## config.mk

```make
export PLATFORM = sky130hd
export DESIGN_NAME = bts_fifo
export DESIGN_NICKNAME = d
export VERILOG_FILES = /design/src/sv/bts_pkg.sv /design/src/sv/bts_fifo.sv
export SDC_FILE = /design/constraint.sdc
export NUM_CORES = 1
export LEC_CHECK = 0
export ABC_AREA = 0
export ABC_CLOCK_PERIOD_IN_PS = 11300
export BUFFER_PORTS_ARGS = -buffer_cell sky130_fd_sc_hd__buf_2
export CELL_PAD_IN_SITES_DETAIL_PLACEMENT = 0
export CELL_PAD_IN_SITES_GLOBAL_PLACEMENT = 2
export CORE_MARGIN = 2
export CORE_UTILIZATION = 39
export CTS_CLUSTER_SIZE = 8
export DETAILED_ROUTE_END_ITERATION = 12
export MAX_ROUTING_LAYER = met4
export PLACE_DENSITY = 0.83
export SYNTH_ARGS = -nofsm -noshare
export SYNTH_HDL_FRONTEND = slang
export SYNTH_SLANG_ARGS = --single-unit
```

## constraint.sdc

```tcl
create_clock -name clk_i -period 11.3 [get_ports clk_i]
set_clock_uncertainty 0.05 [all_clocks]
set_input_delay 1.13 -clock clk_i [delete_from_list [all_inputs] [get_ports clk_i]]
set_output_delay 1.13 -clock clk_i [all_outputs]
set_load 0.05 [all_outputs]
```

## src/sv/bts_pkg.sv

```systemverilog
`timescale 1ns / 1ps
// ----------------------------------------------------------------------------
// bts_pkg
// Shared types and constants of the bilinear texture sampler.
// ----------------------------------------------------------------------------
package bts_pkg;

  localparam int MAX_WIDTH_DEF  = 128;
  localparam int MAX_HEIGHT_DEF = 128;

  // Command queue between front and back (power of two)
  localparam int QUEUE_DEPTH = 2;

  // Configuration register indexes
  localparam int CFG_IDX_W = 1;
  localparam logic [CFG_IDX_W-1:0] REG_IMAGE_WIDTH  = 1'b0;
  localparam logic [CFG_IDX_W-1:0] REG_IMAGE_HEIGHT = 1'b1;

  // Input mode codes
  localparam logic MODE_WRITE  = 1'b0;
  localparam logic MODE_SAMPLE = 1'b1;

  // One classified item as handed from front to back
  typedef struct packed {
    logic        smp;    // sample when set, texel write otherwise
    logic [13:0] idx;    // write index
    logic [63:0] texel;  // alpha, blue, green, red from msb down
    logic [15:0] row0;   // y0 * width
    logic [15:0] row1;   // y1 * width
    logic [7:0]  x0;
    logic [7:0]  x1;
    logic [15:0] fu;
    logic [15:0] fv;
  } bts_cmd_t;

endpackage

```

## src/sv/bts_fifo.sv

```systemverilog
`timescale 1ns / 1ps
// ----------------------------------------------------------------------------
// bts_fifo
// Short command queue between front and back.
// ----------------------------------------------------------------------------
module bts_fifo
  import bts_pkg::*;
(
  input  logic     clk_i,
  input  logic     rst_ni,
  input  logic     push_i,
  input  bts_cmd_t cmd_i,
  output logic     full_o,
  input  logic     pop_i,
  output bts_cmd_t head_o,
  output logic     empty_o
);

  localparam int PW = (QUEUE_DEPTH > 1) ? $clog2(QUEUE_DEPTH) : 1;
  localparam int CW = $clog2(QUEUE_DEPTH + 1);

  bts_cmd_t        slot_q [QUEUE_DEPTH];
  logic [PW-1:0]   wr_ptr_q, rd_ptr_q;
  logic [CW-1:0]   cnt_q;

  assign full_o  = (cnt_q == CW'(QUEUE_DEPTH));
  assign empty_o = (cnt_q == '0);
  assign head_o  = slot_q[rd_ptr_q];

  always_ff @(posedge clk_i or negedge rst_ni) begin
    if (!rst_ni) begin
      wr_ptr_q <= '0;
      rd_ptr_q <= '0;
      cnt_q    <= '0;
    end else begin
      if (push_i) begin
        wr_ptr_q <= wr_ptr_q + PW'(1);
      end
      if (pop_i) begin
        rd_ptr_q <= rd_ptr_q + PW'(1);
      end
      if (push_i && !pop_i) begin
        cnt_q <= cnt_q + CW'(1);
      end else if (pop_i && !push_i) begin
        cnt_q <= cnt_q - CW'(1);
      end
    end
  end

  always_ff @(posedge clk_i) begin
    if (push_i) begin
      slot_q[wr_ptr_q] <= cmd_i;
    end
  end

  a_no_overflow: assert property (@(posedge clk_i) disable iff (!rst_ni)
    full_o |-> !push_i || pop_i)
    else $error("command pushed into full queue");

  a_no_underflow: assert property (@(posedge clk_i) disable iff (!rst_ni)
    empty_o |-> !pop_i)
    else $error("command popped from empty queue");

endmodule

```

==> flow_metrics.py <==
metrics = {
    "synthesis": {
        "synth.area.top_cells": "edfxtp_1 (79%), mux2_4 (12%), mux2_2 (5.5%), buf_6 (1.1%), dfrtp_1 (0.83%)",
        "synth_top_area_frac": 0.791,
        "synth-seq-cells": 322,
        "syn_area_mm2": 0.0121,
        "syn-instance-count": 511,
        "synthDistinctLibCells": 13,
        "syn_nets": 675,
        "seq_area_frac_synth": 0.800,
        "yosysWarningCount": 0,
        "yosysTopAreaCell": "edfxtp_1",
        "synth.avg_cell_area_um2": 23.6,
    },
    "worst_setup_path": {
        "worstPathMaxFanout": 62,
        "r2r_start": "wr_ptr_q$_DFFE_PN0P_",
        "startpoint_type": "flop",
        "r2r_slack_ps": 8920,
        "end_kind": "primary output",
        "arrival_ps": 3080,
        "worst_r2r_endpoint": "slot_q[0][97]$_DFFE_PP_",
        "required_ps": 10120,
        "reg2reg_depth": 2,
        "crit_type": "flop to primary output",
    },
    "sta": {
        "rsz0062_at_grt": "no",
        "worstMarginPinSlew_ps": 1150,
        "drv_slew": 0,
        "finalHoldViolations": 0,
        "period_minus_slack_ps": 4260,
        "max_clock_freq_mhz": 235,
        "finalSetupViolCount": 0,
        "fin_tns_setup_ps": 0,
        "max_slew_margin": 0.236,
        "fin_crit_sh": 0.377,
    },
    "clock_network": {
        "clock-root-buffer": "clkbuf_16",
        "cts_sinks": 322,
        "postCtsHoldBufs": 0,
        "h-tree-depth": 2,
        "cts_tree": "built",
        "cts_made_buffers": 46,
        "postCtsSetupRepairBufs": 0,
        "clk_pin_slew_ps": 50,
        "cts_resized": 0,
        "clkLatencyLatePin_ps": 520,
        "ctsLongestPathBuffers": 3,
    },
    "grt": {
        "grt_overflow": 0,
        "grt_max_degree": 70,
        "grt_pass1_wl_um": 35100,
        "grt_pass1_vias": 6192,
        "grt_usage": 0.146,
        "antenna_found_initial": 2,
    },
    "floorplanning": {
        "die_area_mm2": 0.0324,
        "die_y_um": 180,
        "initial_core_util": 0.396,
        "row_count": 64,
        "io_pins": 324,
        "core_mm2": 0.0305,
        "die_w_um": 180,
    },
    "final_layout": {
        "layout_commonest_cell": "buf_2",
        "nets": 1034,
        "final_cell_mix": "buf_2 (323), edfxtp_1 (318), mux2_4 (100)",
        "layout-drive-gt1-share": 0.620,
        "stdcell_count": 1271,
        "num-fill-cells": 2565,
        "syn2layout_area_growth_pct": 27.0,
    },
    "job": {
        "max_cap_viol_count": 0,
    },
    "detailed_routing": {
        "wire_per_inst_um": 18.8,
        "dr.pass1.iters": 4,
        "vias": 5961,
        "vias_per_cell": 4.69,
        "route.detailed.drc": 0,
        "drt_wl_total_um": 23800,
        "ant_nets": 0,
        "drt_iter0_drc": 370,
    },
    "place": {
        "io_buffers": 323,
        "dpl.hpwl_um": 15600,
        "globalplace.congestion": 0.744,
        "numPlacedInstances": 1218,
    },
    "pwr": {
        "p_leak_nw": 6.05,
        "ir_worst_vdd_v": 0.000191,
        "total_power_mw": 4.73,
        "power_density_mw_per_mm2": 309,
    },
    "outcome": {
        "status": "finished, final reports clean",
    },
    "hold_path": {
        "hold_class": "primary input to asynchronous set/reset pin",
    },
}
critical path, cell delays in order (launching register included):
cell     delay (ps)
dfrtp_4         850
buf_4           940
mux2_2          430
buf_2           210
stage by stage:
step                      utilization  hold WS, ps  worst slack [ps]  area, µm²
after CTS                       0.502          332              6990      15300
after floorplan                     -          405              2550      12100
final                           0.502          358              7040      15300
after global placement          0.461          422              7570      14100
after detailed placement        0.461          430              7560      14100
after global routing            0.502          344              6890      15300
worst max path at each step:
stage,startpoint,endpoint,slack [ps],depth (start not counted)
2_1_floorplan,push_i,slot_q[0][0]$_DFFE_PP_,2550,1
3_3_place_gp,rd_ptr_q$_DFFE_PN0P_,head_o[18],7570,3
3_5_place_dp,rd_ptr_q$_DFFE_PN0P_,head_o[10],7560,3
4_1_cts,rd_ptr_q$_DFFE_PN0P_,head_o[10],6990,3
5_1_grt,rd_ptr_q$_DFFE_PN0P_,head_o[10],6890,3
6_report,rd_ptr_q$_DFFE_PN0P_,head_o[10],7040,3
Yosys cell counts:
cell type,number
inv_1,1
edfxtp_1,318
mux2_2,59
xnor2_1,1
nor2b_1,2
buf_6,12
buf_2,6
xor2_1,4
nor2_1,2
dfrtp_1,4
ha_1,1
mux2_4,100
and2_1,1
sequential cells by signal, indices dropped and copies added, names as in the netlist:
| register | cells |
|---|---|
| rd_ptr_q | 1 |
| slot_q | 318 |
| cnt_q | 2 |
| wr_ptr_q | 1 |
metal layers:
layer  vias up  GRT usage  wire length (µm)  share of wire
met5         -          -                 0              0
met4         0     0.0491               585          0.025
met3        52     0.0494              2310          0.097
met2       276      0.231             11400           0.48
met1      2880      0.175              9560           0.40
li1       2753          -                 -              -
cells by family (layout without fill, tap and decap cells):
logic type,after synthesis,in the layout,synth area share
DFF,322,322,0.800
muxes,159,159,0.179
buffers and inverters,19,381,0.0140
xor gates and xnor gates,5,5,0.00363
and+or+nand+nor,5,5,0.00218
adders and majority gates,1,1,0.00104
other,0,2,0
layout make-up:
cell class | instances | area (µm²) | area share
Multi-Input combinational cell | 170 | 2260 | 0.147
Sequential cell | 322 | 9650 | 0.630
Antenna cell | 2 | 5.00 | 0.000327
Tap cell | 396 | 495 | 0.0323
Timing Repair Buffer | 329 | 1660 | 0.108
Inverter | 1 | 3.75 | 0.000245
Clock inverter | 4 | 66.3 | 0.00433
Clock buffer | 47 | 1180 | 0.0768
power by group:
group / switching (mW) / total [mW] / internal [mW] / leakage, nW
Clock: 0.446 / 1.19 / 0.749 / 0.609
Sequential: 0.0853 / 1.68 / 1.59 / 3.03
Combinational: 1.30 / 1.86 / 0.557 / 2.41
Note: power is estimated with default switching activity, not from simulation.
