`config.mk`:
```
export PLATFORM = sky130hd
export DESIGN_NAME = bts_front
export DESIGN_NICKNAME = d
export VERILOG_FILES = /design/src/sv/bts_pkg.sv /design/src/sv/bts_front.sv
export SDC_FILE = /design/constraint.sdc
export NUM_CORES = 1
export LEC_CHECK = 0
export ABC_AREA = 1
export BUFFER_PORTS_ARGS = -buffer_cell sky130_fd_sc_hd__buf_4
export CAP_MARGIN = 0
export CORE_ASPECT_RATIO = 0.6
export CORE_MARGIN = 2
export CORE_UTILIZATION = 64
export DETAILED_ROUTE_END_ITERATION = 8
export GPL_ROUTABILITY_DRIVEN = 0
export PLACE_DENSITY = 0.88
export SLEW_MARGIN = 5
export SYNTH_ARGS = -nofsm -noshare
export SYNTH_HDL_FRONTEND = slang
export SYNTH_SLANG_ARGS = --single-unit
export TNS_END_PERCENT = 10
```
`constraint.sdc`:
```
create_clock -name clk_i -period 10.8 [get_ports clk_i]
set_clock_uncertainty 0.1 [all_clocks]
set_input_delay 2.16 -clock clk_i [delete_from_list [all_inputs] [get_ports clk_i]]
set_output_delay 2.16 -clock clk_i [all_outputs]
set_load 0.1 [all_outputs]
```
`src/sv/bts_pkg.sv`:
```
`timescale 1ns / 1ps
// ----------------------------------------------------------------------------
// bts_pkg
// Shared types and constants of the bilinear texture sampler.
// ----------------------------------------------------------------------------
package bts_pkg;

  localparam int MAX_WIDTH_DEF  = 128;
  localparam int MAX_HEIGHT_DEF = 128;

  // Command queue between front and back (power of two)
  localparam int QUEUE_DEPTH = 2;

  // Configuration register indexes
  localparam int CFG_IDX_W = 1;
  localparam logic [CFG_IDX_W-1:0] REG_IMAGE_WIDTH  = 1'b0;
  localparam logic [CFG_IDX_W-1:0] REG_IMAGE_HEIGHT = 1'b1;

  // Input mode codes
  localparam logic MODE_WRITE  = 1'b0;
  localparam logic MODE_SAMPLE = 1'b1;

  // One classified item as handed from front to back
  typedef struct packed {
    logic        smp;    // sample when set, texel write otherwise
    logic [13:0] idx;    // write index
    logic [63:0] texel;  // alpha, blue, green, red from msb down
    logic [15:0] row0;   // y0 * width
    logic [15:0] row1;   // y1 * width
    logic [7:0]  x0;
    logic [7:0]  x1;
    logic [15:0] fu;
    logic [15:0] fv;
  } bts_cmd_t;

endpackage

```
`src/sv/bts_front.sv`:
```
`timescale 1ns / 1ps
// ----------------------------------------------------------------------------
// bts_front
// Accepts items, drops out-of-range writes and works out the four texel
// positions and fractions of a sample before queueing the item.
// ----------------------------------------------------------------------------
module bts_front
  import bts_pkg::*;
#(
  parameter int MAX_WIDTH  = MAX_WIDTH_DEF,
  parameter int MAX_HEIGHT = MAX_HEIGHT_DEF
) (
  input  logic        clk_i,
  input  logic        rst_ni,
  input  logic        start,
  output logic        busy,
  input  logic        mode_i,
  input  logic [13:0] texel_index_i,
  input  logic [15:0] red_in_i,
  input  logic [15:0] green_in_i,
  input  logic [15:0] blue_in_i,
  input  logic [15:0] alpha_in_i,
  input  logic [15:0] u_coord_i,
  input  logic [15:0] v_coord_i,
  input  logic [7:0]  image_width_i,
  input  logic [7:0]  image_height_i,
  input  logic        full_i,
  output logic        push_o,
  output bts_cmd_t    cmd_o
);

  localparam int DEPTH = MAX_WIDTH * MAX_HEIGHT;

  typedef enum logic [1:0] {
    ST_IDLE,
    ST_MUL,
    ST_ROW,
    ST_PUSH
  } state_e;

  function automatic logic [7:0] eff_size(logic [7:0] r, int lim);
    logic [7:0] s;
    if (r == 8'd0) begin
      s = 8'd1;
    end else if (int'(r) > lim) begin
      s = 8'(lim);
    end else begin
      s = r;
    end
    return s;
  endfunction

  state_e      state_q, state_d;
  bts_cmd_t    cmd_q, cmd_d;
  logic [15:0] u_q, v_q;
  logic [23:0] tu_q, tv_q;
  logic [7:0]  w_eff, h_eff;
  logic [7:0]  x0, y0;
  logic [8:0]  x_inc, y_inc;
  logic [7:0]  x1, y1;
  logic        accept;
  logic        in_range;

  assign w_eff = eff_size(image_width_i, MAX_WIDTH);
  assign h_eff = eff_size(image_height_i, MAX_HEIGHT);

  assign push_o = (state_q == ST_PUSH) && !full_i;
  assign busy   = !((state_q == ST_IDLE) || push_o);
  assign accept = start && !busy;
  assign in_range = int'(texel_index_i) < DEPTH;

  // integer part is already below the size, only the neighbour wraps
  assign x0    = tu_q[23:16];
  assign y0    = tv_q[23:16];
  assign x_inc = {1'b0, x0} + 9'd1;
  assign y_inc = {1'b0, y0} + 9'd1;
  assign x1    = (x_inc == {1'b0, w_eff}) ? 8'd0 : x_inc[7:0];
  assign y1    = (y_inc == {1'b0, h_eff}) ? 8'd0 : y_inc[7:0];

  always_comb begin
    state_d = state_q;
    cmd_d   = cmd_q;
    unique case (state_q)
      ST_IDLE, ST_PUSH: begin
        if (push_o) begin
          state_d = ST_IDLE;
        end
        if (accept) begin
          cmd_d.smp   = (mode_i == MODE_SAMPLE);
          cmd_d.idx   = texel_index_i;
          cmd_d.texel = {alpha_in_i, blue_in_i, green_in_i, red_in_i};
          if (mode_i == MODE_SAMPLE) begin
            state_d = ST_MUL;
          end else if (in_range) begin
            state_d = ST_PUSH;
          end else begin
            state_d = ST_IDLE;
          end
        end
      end
      ST_MUL: begin
        state_d = ST_ROW;
      end
      ST_ROW: begin
        cmd_d.x0   = x0;
        cmd_d.x1   = x1;
        cmd_d.row0 = y0 * w_eff;
        cmd_d.row1 = y1 * w_eff;
        cmd_d.fu   = tu_q[15:0];
        cmd_d.fv   = tv_q[15:0];
        state_d    = ST_PUSH;
      end
      default: begin
        state_d = ST_IDLE;
      end
    endcase
  end

  always_ff @(posedge clk_i or negedge rst_ni) begin
    if (!rst_ni) begin
      state_q <= ST_IDLE;
    end else begin
      state_q <= state_d;
    end
  end

  always_ff @(posedge clk_i) begin
    cmd_q <= cmd_d;
    if (accept) begin
      u_q <= u_coord_i;
      v_q <= v_coord_i;
    end
    if (state_q == ST_MUL) begin
      tu_q <= u_q * w_eff;
      tv_q <= v_q * h_eff;
    end
  end

  assign cmd_o = cmd_q;

endmodule

```
==> results_dict.tcl <==
set metrics [dict create \
    grt_usage 0.3579 \
    cts-resized-gates 0 \
    clock_sinks 241 \
    async_reset_ff_frac 0.008299 \
    cts_setup_buffers 0 \
    insertion_delay_ps 550 \
    synth_top_area_share 0.3562 \
    fp-row-count 50 \
    r2r_end "cmd_o[61]" \
    antenna_found_initial 0 \
    tritoncts "built" \
    synth_flop_cell "edfxtp_1" \
    setup_violations 0 \
    p_leak_nw 11.29 \
    drt_iter0_markers 2783 \
    nets 2876 \
    crit_path_start "image_width_i[4]" \
    r2r_setup_slack_ps 4330 \
    hold_viol 0 \
    drc 0 \
    routed-via-count 16520 \
    slew_headroom 0.2781 \
    synth_most_common_cell "nand2_1" \
    synth_area_um2 20150 \
    die_area_um2 32960 \
    ant_nets 0 \
    io_pins 292 \
    cp_data_arrival_time_ps 8170 \
    syn_nets 2593 \
    hold_start "tv_q[6]" \
    worstHoldPathType "flop to flop" \
    min_path_cells 0 \
    maxClockFrequency_mhz 125.4 \
    cts_made_buffers 24 \
    irDropWorstVdd_mv 0.1941 \
    p_per_area_nw_per_um2 320.1 \
    initial_core_util 0.6480 \
    drv_slew 0 \
    synth_commonest_cells "nand2_1, inv_1, nor2_1, fa_1, edfxtp_1" \
    cts_root_buffer "clkbuf_16" \
    period_needed_ps 7975 \
    cts-htree-levels 1 \
    synth_edf_count 239 \
    overflow 0 \
    total_power_mw 7.543 \
    fp.dieH_um 141.4 \
    grt_pass1_wl_um 89760 \
    timing.hold.ws_ps 319.8 \
    fin_crit_sh 0.7385 \
    reg2reg_depth 24 \
    viasPerCell 5.958 \
    ys_warn_count 0 \
    coreArea_um2 31090 \
    clockBufferDepth 3 \
    drive_gt1_frac 0.1490 \
    synth_largest_area_cell "edfxtp_1" \
    status "finished, final reports clean" \
    grt_start_max_net_pins 80 \
    cp_max_fo 22 \
    cp-start-kind "input port" \
    required_ps 10990 \
    min_to "cmd_o[6]" \
    rsz0062_at_grt "false" \
    netlist_instances 2056 \
    dp_hpwl_um 45270 \
    cap_violations 0 \
    tightest_slew_ps 1083 \
    areaGrowthSynthToFinish_pct 16.97 \
    synth-seq-cells 241 \
    synth_area_leaders "edfxtp_1, fa_1, ha_1, nand2_1, inv_1" \
    timing.rr.start "tv_q[16]" \
    path_clk_slew_ps 70 \
    endpoint_kind "flop" \
    io_buffers 291 \
    tns_ps 0 \
    wl_per_cell_um 21.12 \
    path_class "input port to flop" \
    grt_pass1_vias 16690 \
    syn_area_per_cell_um2 9.800 \
    synthDistinctLibCells 39 \
    yosysSeqAreaShare 0.3587 \
    first_pass_iters 7 \
    final_util 0.7579 \
    wl_um 58570 \
    die_x_um 233.1 \
    cts_hold_buf 0 \
]
==> cells by family (layout without fill, tap and decap cells) <==
logic type      count (synthesis)  in the layout  synth area share
buf+inv                       437            737           0.08222
compound gates                130            130           0.03745
flops                         241            241            0.3587
other cells                     0              1                 0
simple gates                  787            787            0.1558
xor+xnor                       55             55           0.02428
fa+ha+maj                     406            406            0.3416
==> flip-flops by register name (all words and copies together), names as in the netlist <==
name and cells:
cmd_o 159, state_q 2, v_q 16, u_q 16
tv_q 24, tu_q 24
==> where the power goes <==
group          total, mW  leakage, nW  switching (mW)  internal [mW]
combinational       4.94         8.64            3.61           1.33
clock              0.884        0.389           0.403          0.481
sequential          1.72         2.26           0.185           1.54
total               7.54         11.3            4.20           3.34
==> area by class of cell <==
class | instances | area [um2]
multi-input cells | 1378 | 11290
well taps | 416 | 520.5
clock inverters | 16 | 172.7
diodes | 1 | 2.502
fillers | 1929 | 7526
repair buffers | 298 | 2237
flip-flops and latches | 241 | 7227
inverters | 396 | 1486
clock buffers | 27 | 633.1
==> worst max-delay path, stage by stage <==
cell and delay, ps:
buf_4 120, nor2_1 130, nand2_1 100, o21ai_2 290
nand2_1 390, inv_1 740, nand2_1 200, fa_1 540
fa_1 500, inv_1 50, fa_1 500, inv_1 70
fa_1 500, inv_1 60, ha_1 340, a21oi_1 270
a21boi_0 410, o21ai_0 380, nand2_1 160, nand2_1 70
xor2_1 160
==> placed cells by master, fill, tap and decap left out, drive strengths merged, types with 3 or more instances in the layout <==
cell type  synthesis  routed
nand2            406     406
inv              393     399
buf               14     298
nor2             274     274
fa               240     240
edfxtp           239     239
ha               166     166
nand3             71      71
a21oi             56      56
o21ai             36      36
xor2              34      34
clkbuf            27      27
xnor2             21      21
nand4             17      17
nor3              14      14
a21o               8       8
clkinv             3       8
a31oi              5       5
o21bai             5       5
a21boi             4       4
o21a               3       3
o211ai             3       3
nand3b             3       3
o31a               3       3
clkinvlp           0       3
==> stage by stage <==
| step | setup slack [ps] | cell area [um2] | instances |
|---|---|---|---|
| 2_1_floorplan | 2806 | 20150 | 2056 |
| 3_3_place_gp | 2945 | 22760 | 2729 |
| 3_5_place_dp | 2490 | 22760 | 2729 |
| 4_1_cts | 3017 | 23560 | 2772 |
| 5_1_grt | 2581 | 23560 | 2772 |
| 6_report | 2825 | 23570 | 2773 |
==> layer usage <==
layer	global-route usage	share of wire	vias up	wire length [um]
li1	-	-	7037	-
met2	0.5368	0.44	1404	25870
met5	0	0	-	0
met4	0.1083	0.034	0	1978
met3	0.1236	0.15	227	8998
met1	0.4972	0.37	7853	21730
==> how the worst max path moves through the flow <==
stage / endpoint / slack (ps) / cells past startpoint
6_report: tu_q[14] / 2820 / 21
5_1_grt: tu_q[14] / 2580 / 21
4_1_cts: tu_q[14] / 3020 / 21
3_5_place_dp: tu_q[14] / 2490 / 21
3_3_place_gp: tu_q[18] / 2950 / 22
2_1_floorplan: cmd_o[100] / 2810 / 3
No activity file was read; power rests on OpenSTA's default activity.
